## src/rtl/cbs_pkg.sv

```systemverilog
// Shared types and codes for the cell bitmap set with find-first.
// Used by cell_bitmap_set_find_first and the testbench; no dependencies.
package cbs_pkg;

    // Default sizing of the set
    localparam int NUM_CELLS_DEF = 256;
    localparam int WORD_BITS_DEF = 8;

    // Request action codes
    localparam logic [2:0] ACT_CLEAR    = 3'd0;
    localparam logic [2:0] ACT_ADD      = 3'd1;
    localparam logic [2:0] ACT_REMOVE   = 3'd2;
    localparam logic [2:0] ACT_FIND     = 3'd3;
    localparam logic [2:0] ACT_IS_EMPTY = 3'd4;
    localparam logic [2:0] ACT_TAKE     = 3'd5;

    // Request transaction payload
    typedef struct packed {
        logic [2:0] action;
        logic [7:0] cell_number;
    } req_t;

    // Result transaction payload
    typedef struct packed {
        logic       member;
        logic       set_empty;
        logic [7:0] lowest_cell;
        logic       range_error;
    } rsp_t;

endpackage

```

## src/rtl/cbs_word_store.sv

```systemverilog
// Bitmap word memory with a per-word nonzero flag used as occupancy summary.
// Depends on nothing outside this file; instantiated by the top level.
module cbs_word_store #(
    parameter int WORD_COUNT = 32,
    parameter int WORD_BITS  = 8,
    parameter int IDX_W      = 5
) (
    input  logic                  clk,
    input  logic                  rst_n,
    input  logic                  rd_en,
    input  logic [IDX_W-1:0]      rd_idx,
    output logic [WORD_BITS-1:0]  rd_word,
    input  logic                  wr_en,
    input  logic [IDX_W-1:0]      wr_idx,
    input  logic [WORD_BITS-1:0]  wr_word,
    input  logic                  clr,
    output logic [WORD_COUNT-1:0] nonzero
);

    logic [WORD_BITS-1:0]  mem [WORD_COUNT];
    logic [WORD_BITS-1:0]  rdata_reg;
    logic                  rflag_reg;
    logic [WORD_COUNT-1:0] nonzero_reg;
    logic [WORD_COUNT-1:0] nonzero_next;

    // Synchronous memory: one write, one registered read
    always_ff @(posedge clk)
    begin
        if (wr_en)
        begin
            mem[wr_idx] <= wr_word;
        end
        if (rd_en)
        begin
            rdata_reg <= mem[rd_idx];
        end
    end

    // Flag update: a word whose flag is low reads as zero, so clear only drops flags
    always_comb
    begin
        nonzero_next = nonzero_reg;
        if (clr)
        begin
            nonzero_next = '0;
        end
        else if (wr_en)
        begin
            nonzero_next[wr_idx] = (wr_word != '0);
        end
    end

    always_ff @(posedge clk or negedge rst_n)
    begin
        if (!rst_n)
        begin
            nonzero_reg <= '0;
            rflag_reg   <= 1'b0;
        end
        else
        begin
            nonzero_reg <= nonzero_next;
            if (rd_en)
            begin
                rflag_reg <= nonzero_reg[rd_idx];
            end
        end
    end

    assign rd_word = rflag_reg ? rdata_reg : '0;
    assign nonzero = nonzero_reg;

endmodule

```

## src/rtl/cell_bitmap_set_find_first.sv

```systemverilog
// Cell set bitmap with find-first-set, top level.
// Depends on cbs_pkg and cbs_word_store.
//
// Usage:
//   A request transaction (req: action, cell_number) is taken at a rising
//   edge where start is high and busy is low. Exactly one result transaction
//   follows on rsp, marked by done for a single cycle; the receiver cannot
//   hold it off.
//   The request is captured at the accepting edge and worked in the ACCESS
//   state; rsp and done are registered as ACCESS ends. busy is high for one
//   cycle after the accept, so a new request can be taken while done is high.
//   Requests are spaced by the word memory's registered read followed by the
//   modify and write-back of the same word; a per-word nonzero flag register
//   picks the word for take-lowest and answers is-empty without a scan.
//   Each access reads at the accepting edge and writes at the next, so two
//   requests never overlap on the same word.
//   Reset: the set is empty (all nonzero flags cleared), no request pending,
//   done low. Clear drops every flag at once; no memory sweep is run.
module cell_bitmap_set_find_first #(
    parameter int NUM_CELLS = cbs_pkg::NUM_CELLS_DEF,
    parameter int WORD_BITS = cbs_pkg::WORD_BITS_DEF
) (
    input  logic          clk,
    input  logic          rst_n,
    input  logic          start,
    output logic          busy,
    input  cbs_pkg::req_t req,
    output logic          done,
    output cbs_pkg::rsp_t rsp
);

    import cbs_pkg::*;

    localparam int WORD_COUNT = (NUM_CELLS + WORD_BITS - 1) / WORD_BITS;
    localparam int IDX_W      = (WORD_COUNT > 1) ? $clog2(WORD_COUNT) : 1;
    localparam int BPOS_W     = $clog2(WORD_BITS);
    localparam int LOW_W      = IDX_W + BPOS_W + 1;
    localparam int RECIP      = (65536 + WORD_BITS - 1) / WORD_BITS;

    localparam logic ST_IDLE   = 1'b0;
    localparam logic ST_ACCESS = 1'b1;

    logic                  state_reg;
    logic                  state_next;
    logic                  accept;

    logic [2:0]            act_reg;
    logic                  in_range_reg;
    logic                  empty_reg;
    logic [IDX_W-1:0]      widx_reg;
    logic [BPOS_W-1:0]     bpos_reg;
    logic                  done_reg;
    rsp_t                  rsp_reg;
    rsp_t                  rsp_next;

    logic [24:0]           prod;
    logic [7:0]            quot;
    logic [13:0]           quot_bits;
    logic [7:0]            rem;
    logic                  in_range;
    logic [IDX_W-1:0]      cell_idx;
    logic [IDX_W-1:0]      first_idx;
    logic [IDX_W-1:0]      rd_idx;

    logic [WORD_BITS-1:0]  rd_word;
    logic [WORD_COUNT-1:0] nonzero;
    logic                  wr_en;
    logic [WORD_BITS-1:0]  wr_word;
    logic                  clr;
    logic [BPOS_W-1:0]     low_bit;
    logic [WORD_BITS-1:0]  bit_mask;
    logic [WORD_BITS-1:0]  low_mask;
    logic [LOW_W-1:0]      low_cell;

    assign busy   = (state_reg == ST_ACCESS);
    assign accept = start && !busy;

    // Split cell number into word index and bit position (reciprocal multiply)
    assign prod      = 25'(req.cell_number) * 25'(RECIP);
    assign quot      = prod[23:16];
    assign quot_bits = 14'(quot) * 14'(WORD_BITS);
    assign rem       = req.cell_number - quot_bits[7:0];
    assign cell_idx  = IDX_W'(quot);
    assign in_range  = 32'(req.cell_number) < 32'(NUM_CELLS);

    // Lowest occupied word from the nonzero flags
    always_comb
    begin
        first_idx = '0;
        for (int i = WORD_COUNT - 1; i >= 0; i--)
        begin
            if (nonzero[i])
            begin
                first_idx = IDX_W'(i);
            end
        end
    end

    assign rd_idx = (req.action == ACT_TAKE) ? first_idx : cell_idx;

    // Lowest set bit of the word read back
    always_comb
    begin
        low_bit = '0;
        for (int b = WORD_BITS - 1; b >= 0; b--)
        begin
            if (rd_word[b])
            begin
                low_bit = BPOS_W'(b);
            end
        end
    end

    assign bit_mask = WORD_BITS'(1) << bpos_reg;
    assign low_mask = WORD_BITS'(1) << low_bit;
    assign low_cell = (LOW_W'(widx_reg) * LOW_W'(WORD_BITS)) + LOW_W'(low_bit);

    // Word store
    cbs_word_store #(
        .WORD_COUNT (WORD_COUNT),
        .WORD_BITS  (WORD_BITS),
        .IDX_W      (IDX_W)
    ) u_store (
        .clk     (clk),
        .rst_n   (rst_n),
        .rd_en   (accept),
        .rd_idx  (rd_idx),
        .rd_word (rd_word),
        .wr_en   (wr_en),
        .wr_idx  (widx_reg),
        .wr_word (wr_word),
        .clr     (clr),
        .nonzero (nonzero)
    );

    // Modify and write back, build the result
    always_comb
    begin
        rsp_next = '0;
        wr_en    = 1'b0;
        wr_word  = rd_word;
        clr      = 1'b0;
        if (state_reg == ST_ACCESS)
        begin
            case (act_reg)
                ACT_CLEAR:
                begin
                    clr = 1'b1;
                end
                ACT_ADD:
                begin
                    if (in_range_reg)
                    begin
                        wr_en   = 1'b1;
                        wr_word = rd_word | bit_mask;
                    end
                    else
                    begin
                        rsp_next.range_error = 1'b1;
                    end
                end
                ACT_REMOVE:
                begin
                    if (in_range_reg)
                    begin
                        wr_en   = 1'b1;
                        wr_word = rd_word & ~bit_mask;
                    end
                    else
                    begin
                        rsp_next.range_error = 1'b1;
                    end
                end
                ACT_FIND:
                begin
                    if (in_range_reg)
                    begin
                        rsp_next.member = rd_word[bpos_reg];
                    end
                    else
                    begin
                        rsp_next.range_error = 1'b1;
                    end
                end
                ACT_IS_EMPTY:
                begin
                    rsp_next.set_empty = empty_reg;
                end
                ACT_TAKE:
                begin
                    if (empty_reg)
                    begin
                        rsp_next.set_empty = 1'b1;
                    end
                    else
                    begin
                        wr_en                = 1'b1;
                        wr_word              = rd_word & ~low_mask;
                        rsp_next.lowest_cell = low_cell[7:0];
                    end
                end
                default:
                begin
                end
            endcase
        end
    end

    // Sequencer: IDLE takes a request, ACCESS finishes it
    always_comb
    begin
        state_next = state_reg;
        case (state_reg)
            ST_IDLE:   state_next = accept ? ST_ACCESS : ST_IDLE;
            ST_ACCESS: state_next = ST_IDLE;
            default:   state_next = ST_IDLE;
        endcase
    end

    always_ff @(posedge clk or negedge rst_n)
    begin
        if (!rst_n)
        begin
            state_reg <= ST_IDLE;
            done_reg  <= 1'b0;
        end
        else
        begin
            state_reg <= state_next;
            done_reg  <= (state_reg == ST_ACCESS);
        end
    end

    // Request capture and result register
    always_ff @(posedge clk)
    begin
        if (accept)
        begin
            act_reg      <= req.action;
            in_range_reg <= in_range;
            empty_reg    <= (nonzero == '0);
            widx_reg     <= rd_idx;
            bpos_reg     <= BPOS_W'(rem);
        end
        if (state_reg == ST_ACCESS)
        begin
            rsp_reg <= rsp_next;
        end
    end

    assign done = done_reg;
    assign rsp  = rsp_reg;

    // An accepted request is followed by busy and then by done
    a_accept_done: assert property (@(posedge clk) disable iff (!rst_n)
        (start && !busy) |=> busy ##1 done)
        else $error("request did not complete in two cycles");

    // A result is only given when busy was high before it
    a_done_after_busy: assert property (@(posedge clk) disable iff (!rst_n)
        done |-> $past(busy))
        else $error("result strobe without a pending request");

    // Clearing leaves every word flagged empty
    a_clear_empties: assert property (@(posedge clk) disable iff (!rst_n)
        clr |=> (nonzero == '0))
        else $error("occupancy flags not cleared");

    // An out-of-range request never reports membership
    a_range_no_member: assert property (@(posedge clk) disable iff (!rst_n)
        (done && rsp.range_error) |-> !rsp.member)
        else $error("member reported with range error");

endmodule

```

## config.mk

```make
export PLATFORM = sky130hd
export DESIGN_NAME = cell_bitmap_set_find_first
export DESIGN_NICKNAME = d
export VERILOG_FILES = /design/src/rtl/cbs_pkg.sv /design/src/rtl/cbs_word_store.sv /design/src/rtl/cell_bitmap_set_find_first.sv
export SDC_FILE = /design/constraint.sdc
export NUM_CORES = 1
export LEC_CHECK = 0
export BUFFER_PORTS_ARGS = -buffer_cell sky130_fd_sc_hd__buf_2
export CAP_MARGIN = 20
export CELL_PAD_IN_SITES_DETAIL_PLACEMENT = 0
export CELL_PAD_IN_SITES_GLOBAL_PLACEMENT = 1
export CORE_MARGIN = 1
export CORE_UTILIZATION = 25
export CTS_CLUSTER_SIZE = 28
export DETAILED_ROUTE_END_ITERATION = 6
export PLACE_DENSITY_LB_ADDON = 0.1
export SYNTH_ARGS = -nofsm -noshare
export SYNTH_HDL_FRONTEND = slang
export SYNTH_SLANG_ARGS = --single-unit
export TNS_END_PERCENT = 10
```

## constraint.sdc

```tcl
create_clock -name clk -period 3.2 [get_ports clk]
set_input_delay 0.48 -clock clk [delete_from_list [all_inputs] [get_ports clk]]
set_output_delay 0.48 -clock clk [all_outputs]
set_load 0.005 [all_outputs]
```

## Yosys cells after proc, flatten, opt, wreduce, memory -nomap -nowiden

Memory sizes are Yosys's and may differ from the RTL's. A register that Yosys moved wholly into a read port is not among the register bits.
Cells that the tools add are included.

- $add $sub $neg: 2
- $mul: 0
- Div/mod/pow operators: 0
- $lt $le $gt $ge: 4
- Eq/ne operators: 6
- Shift-type cells: 2
- Mux-type cells: 65
- Bitwise operators: 7
- Reductions and logical operators: 9

Operators by type and width:

| cell | count |
|---|---|
| $mux 5 | 33 |
| $mux 32 | 2 |
| $bwmux 32 | 1 |
| $logic_not 32->1 | 1 |
| $mux 3 | 8 |
| $mux 8 | 3 |
| $pmux 8 s3 | 1 |
| $and 8x8->8 | 2 |
| $not 8->8 | 2 |
| $shl 1x3->8 const A | 2 |
| $lt 5x6->1 const B | 2 |
| $mux 1 | 11 |
| $eq 3x3->1 const B | 3 |
| $add 8x3->8 | 1 |
| $or 8x8->8 | 1 |
| $reduce_bool 8->1 | 1 |
| $eq 3x2->1 const B | 2 |
| $pmux 1 s2 | 3 |
| $bmux 1 s5 | 1 |
| $demux 1 s5 | 1 |
| $ge 5x1->1 const B | 1 |
| $lt 3x4->1 const B | 1 |
| $reduce_or 2->1 | 2 |
| $bmux 1 s3 | 1 |
| other kinds (7) | 9 |

- Register bits: 57
- Latch bits: 0
- Memory bits (writable): 256
- Bits in read-only memories: 0
- Input bits: 14
- Output and inout bits: 13
- Logic and storage cells: 107
- Memories kept: 1

Memory list:

| name | depth | bits a word | read ports | clocked after Yosys merged registers in | wr ports | line | source |
|---|---|---|---|---|---|---|---|
| u_store.mem | 32 | 8 | 1 | 1 | 1 | cbs_word_store.sv:20 | `logic [WORD_BITS-1:0] mem [WORD_COUNT];` |

## Logic depth before layout (Yosys ltp)

Gate-level depths: netlist of the first run.

- Word-level depth: 35
- Gate-level depth with buffers: 12
- Depth with buffers taken out: 10

## Hierarchy

Synthesis of the first run repeated with hierarchy kept, for this count alone.

- Cell total of the unflattened synthesis: 768
- Area, all modules: 13466.7 µm²

By module, submodules not included:

| module | instances | cells each | area each (µm²) | seq. area each (µm²) |
|---|---|---|---|---|
| cbs_word_store | 1 | 578 | 11770.0 | 8753.4 |
| cell_bitmap_set_find_first | 1 | 190 | 1696.6 | 710.7 |

## Least setup slack after synthesis of the first run

No wires, ideal clock.

- Kind: flip-flop to flip-flop
- Start point: reg act_reg[1]
- End point: reg u_store.nonzero_reg[11], in the netlist u_store.nonzero[11]
- Setup time: 0.074 ns
- Arrival time: 2.923 ns
- Data required time: 3.126 ns
- Setup slack: 0.203 ns
- Stages on the path, launching flop included: 11
- Buffers on the path: 1
- Clock period less this slack: 2.997 ns
- Cells stage by stage: edfxtp_1 -> nand2b_1 -> nor3b_1 -> and2_1 -> nand2_1 -> a32oi_1 -> nor3_1 -> nand4b_1 -> nor4_4 -> buf_6 -> a21oi_2

- Word-level cells in the longest chain between the ends: 7
- Elaborated cells on any way between the ends: 16
- Those cells by class: eq/ne (3); mux (9); reduce/logical (4)

RTL lines:

| what | line | source |
|---|---|---|
| start: declaration | cell_bitmap_set_find_first.sv:47 | `logic [2:0] act_reg;` |
| start signal: assignment | cell_bitmap_set_find_first.sv:239 | `act_reg <= req.action;` |
| $eq 3x3->1 (tied with other cells) | cell_bitmap_set_find_first.sv:145 | `case (act_reg)` |
| $pmux 8 s3 (*) | cell_bitmap_set_find_first.sv:145 |  |
| $mux 8 (*) | cell_bitmap_set_find_first.sv:143 | `if (state_reg == ST_ACCESS)` |
| named net u_store.wr_word[1] | cbs_word_store.sv:15 | `input logic [WORD_BITS-1:0] wr_word,` |
| $reduce_bool 8->1 (*) | cbs_word_store.sv:49 | `nonzero_next[wr_idx] = (wr_word != '0);` |
| $bwmux 32 (*) | cbs_word_store.sv:49 |  |
| $mux 32 (*) | cbs_word_store.sv:47 | `else if (wr_en)` |
| $mux 32 (*) | cbs_word_store.sv:43 | `if (clr)` |
| end signal: assignment | cbs_word_store.sv:62 | `nonzero_reg <= nonzero_next;` |
| end: declaration | cbs_word_store.sv:23 | `logic [WORD_COUNT-1:0] nonzero_reg;` |

Mark *: on every way through the listed nets, which the timed path passes. The rest lies on a longest branch. The select of a mux whose other input is x is not followed.
A chain may end at the register's enable or synchronous reset.

## Worst setup path after layout of the first run

- Start point: reg u_store.nonzero_reg[27], in the netlist u_store.nonzero[27]
- End point: reg u_store.rdata_reg[4], read port of u_store.mem, data pin

- Word-level cells in the longest chain between the ends: 29

RTL lines:

| what | line | source |
|---|---|---|
| $mux 5 (28 in series) | cell_bitmap_set_find_first.sv:92 | `if (nonzero[i])` |
| $mux 5 | cell_bitmap_set_find_first.sv:99 | `assign rd_idx = (req.action == ACT_TAKE) ? first_idx : cell_idx;` |
| end: declaration | cbs_word_store.sv:21 | `logic [WORD_BITS-1:0] rdata_reg;` |

Every way passes these cells.

==> results.toml, run 1 <==
[global_route]
track_usage_pct = 16.5
grt_pass1_vias = 9847
antenna_found_initial = 2
grt_max_degree = 45
grt_pass1_wl_mm = 68.5
overflow = 0

[floorplan]
rows = 86
core-area_um2 = 55300
fp.dieH_um = 239
die_area_um2 = 57200
die_w_um = 239
io_pins = 27
initial_core_util_pct = 25.4

[sta]
setup_viol = 0
post-route-period-util_pct = 96.6
hold_violations = 0
period_minus_slack_ns = 3.09
maxSlewHeadroom_pct = 38.8
finClkSkew_ns = 0.0144
fmax_mhz = 324
worstMarginPinSlew_ns = 0.918
fin_setup_tns_ns = 0
maxSlewViolCount = 0

[final_layout]
multi_input_area_um2 = 4390
nets = 1292
drive_above_1_share_pct = 23.9
n_antenna_cell = 0
seq_area_um2 = 9460
syn_to_final_growth_pct = 24.8
largest_reg_flops = 256
n_fill_cell = 5623
finish.instance_area_um2 = 17500
fin_util_pct = 31.7

[synthesis]
synthCells = 1119
synth_warnings = 0
yosys-top-cells-area = "edfxtp_1, dfrtp_1, nand2_1"
syn_area_per_cell_um2 = 12.6
synth.yosys.seq_area_share_pct = 67.3
synth_flop_cell = "edfxtp_1"
synthesis.area_um2 = 14100
ys_seq_elements = 321
syn-num-nets = 1133
synth_top_cell_area_share_pct = 61.1
async_flop_share_pct = 10.9
yosysUniqueCellTypes = 64
yosys.area.top_type = "edfxtp_1"
synth-edff-count = 286

[setup_path]
path_max_fanout = 17
critPathRequiredTime_ns = 3.51
critPathCapture = "u_store.rdata_reg[4]"
startpoint = "u_store.nonzero[27]"
end_kind = "flip-flop"
cpPeakStageDelay_ns = 0.56
r2r_cells = 11
crit_chain = "buf_4 > or4_1 > nand2b_2 > nor3_4 > o31ai_4 > inv_1 > buf_12 > a311oi_1 > buf_4 > or3_1 > and4_1"
path_buf_inv = 4
rr_startpoint = "u_store.nonzero[27]"
reg2reg_to = "u_store.rdata_reg[4]"
cpMaxStageDelayCell = "or4_1"
startpoint_type = "flip-flop"
crit_type = "flip-flop to flip-flop"
path_depth = 11
arrival_ns = 3.40
r2r_slack_ns = 0.11
cpLargestDelayFamily = "simple AND/OR/NAND/NOR gates"
cp_common_cell = "buf_4"

[flow_run]
maxCapViolations = 0

[pwr]
irDropWorstVdd_v = 0.000333
total_power_mw = 11.4
leakagePower_nw = 6.25
p_per_area_nw_per_um2 = 649

[routing]
drc = 0
wire_per_inst_um = 22.8
drtIter0Drc = 634
viasPerCell = 4.76
routed_wl_mm = 46.9
vias = 9776
ant_nets = 0
first_pass_iters = 5

[clocking]
worst_skew_pair.late_latency_ns = 0.55
cts_root_buf = "clkbuf_16"
numCtsBuffers = 39
cts_sinks = 321
tritoncts = "built"
hold_buffers = 0
ctsLongestPathBuffers = 3
h-tree-depth = 2
path_clk_slew_ns = 0.06

[min_path]
hp-class = "input pin to asynchronous set/reset pin"

[placed_design]
port_buffers = 25
placed_area_um2 = 16200
dp_hpwl_mm = 31.9
gp_congestion = 0.765

[run_status]
status = "completed"
==> kinds of logic after synthesis <==
| family | after synthesis | synth area share (%) |
|---|---|---|
| AND/OR/NAND/NOR | 449 | 15.4 |
| flip-flops | 321 | 67.3 |
| multiplexers | 5 | 0.534 |
| AO/OA/AOI/OAI | 257 | 14.0 |
| other | 1 | 0.0267 |
| buffers and inverters | 86 | 2.68 |
==> worst register-to-register path: stages, from the launching register on <==
cell and delay [ns]:
dfrtp_1 0.41, buf_4 0.16, or4_1 0.56, nand2b_2 0.29, nor3_4 0.20, o31ai_4 0.14
inv_1 0.15, buf_12 0.19, a311oi_1 0.08, buf_4 0.15, or3_1 0.35, and4_1 0.17
==> cell usage after synthesis (9+ instances only) <==
master and count:
clkbuf_1 46, o21ai_0 43, dfrtp_1 35, nor4_1 11, nor2b_1 13, inv_1 10, a311o_1 24, and3_1 69
nor3_1 13, a211oi_1 57, o311ai_1 9, a311oi_1 26, buf_2 13, nor2_1 62, edfxtp_1 286, nand2_1 204
o211ai_1 10, a21oi_1 14, nand3_1 25, a21oi_2 31
==> report_power, final <==
group | switching (mW) | internal, mW | leakage (nW)
logic | 1.51 | 0.888 | 2.59
registers | 0.0942 | 4.80 | 3.10
clock network | 1.73 | 2.38 | 0.559
==> metal layers <==
layer  part of all wire, %  vias up  GRT usage (%)
met3                   3.8       53           2.14
li1                      -     4616              -
met2                    46      191           25.9
met1                    49     4916           23.7
met4                   1.8        0           4.49
met5                     0        -              0
==> repair_timing <==
action,in CTS,in global routing
cloned,0,2
buffers inserted,0,1
gates resized for setup,6,22
hold endpoints to repair,0,0
setup endpoints to repair,7,41
pin swaps,0,7
==> how the worst min path moves through the flow <==
stage	to	slack, ns	startpoint
floorplan	busy	0.18	rst_n
global placement	rsp[6]	0.60	widx_reg[2]
detailed placement	rsp[6]	0.61	widx_reg[2]
CTS	u_store.nonzero[24]	0.08	rst_n
global route	bpos_reg[2]	0.09	req[2]
finish	u_store.nonzero[25]	0.05	rst_n
==> cell type report <==
class                   instances  area share [%]
clock buffers                  55            6.26
inverters                      13           0.292
multi-input cells             712            25.0
well taps                     748            5.33
flip-flops and latches        321            53.9
repair buffers                191            8.86
clock inverters                14           0.335
==> stage by stage <==
stage               hold WS, ns  worst slack, ns  std cells
global placement          0.603           -0.212       1982
CTS                      0.0751          0.00495       2051
finish                   0.0521            0.109       2054
floorplan                 0.184            0.203       1119
detailed placement        0.608           -0.255       1982
global route             0.0921          -0.0140       2054
==> cells in the final DEF, fill, tap and decap left out, drive strengths merged, types with 6 or more instances in the layout <==
master and n:
buf 189, nor3 13, nand3 26, a21oi 45
inv 13, edfxtp 286, clkbuf 57, a31o 9
a311o 24, clkinv 13, nand2 205, and2 6
o211ai 10, nand2b 8, o311ai 10, a211oi 57
nor2 62, or3 8, a311oi 26, nor4 12
dfrtp 35, nor2b 13, o21ai 47, and4 8
and3 69
(Power assumes the default switching activity.)
==> run 2, diff against run 1 <==
--- a/config.mk
+++ b/config.mk
@@ -9,11 +9,11 @@
 export CAP_MARGIN = 20
 export CELL_PAD_IN_SITES_DETAIL_PLACEMENT = 0
 export CELL_PAD_IN_SITES_GLOBAL_PLACEMENT = 1
-export CORE_MARGIN = 1
+export CORE_MARGIN = 10
 export CORE_UTILIZATION = 25
 export CTS_CLUSTER_SIZE = 28
 export DETAILED_ROUTE_END_ITERATION = 6
-export PLACE_DENSITY_LB_ADDON = 0.1
+export PLACE_DENSITY = 0.5
 export SYNTH_ARGS = -nofsm -noshare
 export SYNTH_HDL_FRONTEND = slang
 export SYNTH_SLANG_ARGS = --single-unit
==> results.toml, run 2 (synthesis results as in run 1) <==
[floorplan]
die_area_um2 = 66100
io_pins = 27
core-area_um2 = 55400
die_w_um = 257
initial_core_util_pct = 25.4
fp.dieH_um = 257
rows = 86

[clocking]
numCtsBuffers = 38
worst_skew_pair.late_latency_ns = 0.55
tritoncts = "built"
ctsLongestPathBuffers = 3
cts_sinks = 321
cts_root_buf = "clkbuf_16"
path_clk_slew_ns = 0.06
h-tree-depth = 2

[pwr]
p_per_area_nw_per_um2 = 653
leakagePower_nw = 6.19
irDropWorstVdd_v = 0.000349
total_power_mw = 11.4

[global_route]
antenna_found_initial = 4
grt_pass1_vias = 9836
overflow = 0
track_usage_pct = 13.0
grt_max_degree = 40
grt_pass1_wl_mm = 65.8

[final_layout]
mostFrequentLayoutCells = "edfxtp_1, nand2_1, buf_4"
syn_to_final_growth_pct = 24.2
drive_above_1_share_pct = 22.8
nets = 1271
n_fill_cell = 5538
fin_util_pct = 31.5
final_common_cell = "edfxtp_1"
largest_reg_flops = 256

[run_status]
status = "completed"

[placed_design]
dp_hpwl_mm = 29.7
gp_congestion = 0.776
port_buffers = 25

[setup_path]
crit_chain = "buf_4 > or4_1 > nand2b_1 > nor3_1 > o31ai_4 > inv_1 > buf_12 > a311oi_1 > or3_1 > and4_1"
startpoint_type = "flip-flop"
end_kind = "flip-flop"
cpMaxStageDelayCell = "or4_1"
cpPeakStageDelay_ns = 0.54
critPathRequiredTime_ns = 3.51
crit_type = "flip-flop to flip-flop"
arrival_ns = 3.40
path_max_fanout = 24

[routing]
vias = 9742
routed_wl_mm = 44.1
drc = 0
wire_per_inst_um = 21.7
first_pass_iters = 6
viasPerCell = 4.78
ant_nets = 0
drtIter0Drc = 649

[min_path]
hp-class = "input pin to asynchronous set/reset pin"

[sta]
fin_setup_tns_ns = 0
setup_viol = 0
maxSlewViolCount = 0
maxSlewHeadroom_pct = 41.0
whs_ns = 0.0565
rsz0062_at_grt = "yes"
finClkSkew_ns = 0.0215
post-route-period-util_pct = 96.7
hold_violations = 0
period_minus_slack_ns = 3.09
fmax_mhz = 323
worstMarginPinSlew_ns = 0.885

[flow_run]
maxCapViolations = 0
## run 2: cell count changes in the layout (fill, tap and decap cells not counted), moves of 3 or more
cell / delta
buf_4: -25
buf_12: +5
clkinv_1: -5
clkinv_2: +5
clkbuf_1: -4
clkbuf_16: -3
clkinvlp_4: +3
o21ai_1: +3
o311ai_2: -3
## run 2: layer usage
metal	vias to the layer above	wire length (um)	GRT usage (%)
met3	54	1650	2.09
met5	-	0	0
met1	4910	20100	17.0
met2	193	21500	22.0
met4	0	852	3.24
li1	4585	-	-
## run 2: final timing paths
path / cells after the start / slack [ns] / endpoint / startpoint
max: 10 / 0.11 / u_store.rdata_reg[4] / u_store.nonzero[27]
min: 1 / 0.06 / u_store.nonzero[0] / rst_n
max reg2reg: 10 / 0.11 / u_store.rdata_reg[4] / u_store.nonzero[27]
min reg2reg: 2 / 0.61 / rsp[6] / widx_reg[2]
max in group asynchronous: 1 / 2.54 / u_store.nonzero[8] / rst_n
min in group clk: 1 / 0.10 / bpos_reg[2] / req[2]
## run 2: stage by stage
step	area, um2	setup WS, ns	cells
2_1_floorplan	14100	0.203	1119
3_3_place_gp	16100	-0.285	1964
3_5_place_dp	16100	-0.282	1964
4_1_cts	17400	0.00290	2034
5_1_grt	17500	-0.00569	2035
6_report	17500	0.107	2036
## run 2: layout make-up
class                      instances  area, um2  area share [%]
clock buffer                      48       1020            5.84
tap                              748        936            5.36
clock inverter                    22        185            1.06
multi-input combinational        712       4330            24.8
sequential                       321       9470            54.2
antenna                            1       2.50          0.0143
timing repair buffer             171       1470            8.40
inverter                          13       56.3           0.322
## run 2: what timing repair did
item | in CTS | in global routing
gates resized for setup | 5 | 15
buffers inserted | 0 | 0
endpoints found under the hold margin | 0 | 0
endpoints found under the setup margin | 9 | 10
hold buffers | 0 | 0
cloned | 0 | 1
pin swaps | 0 | 7
## run 2: power breakdown
group | internal, mW | switching [mW]
Combinational | 0.859 | 1.44
Sequential | 4.80 | 0.0943
Clock | 2.44 | 1.77
## run 2: worst max-delay path, delay by kind of cell (launching register included)
family / cells / cell delay, ns
and+or+nand+nor: 5 / 1.69
buffers and inverters: 3 / 0.49
DFF: 1 / 0.42
AOI/OAI and AO/OA: 2 / 0.24
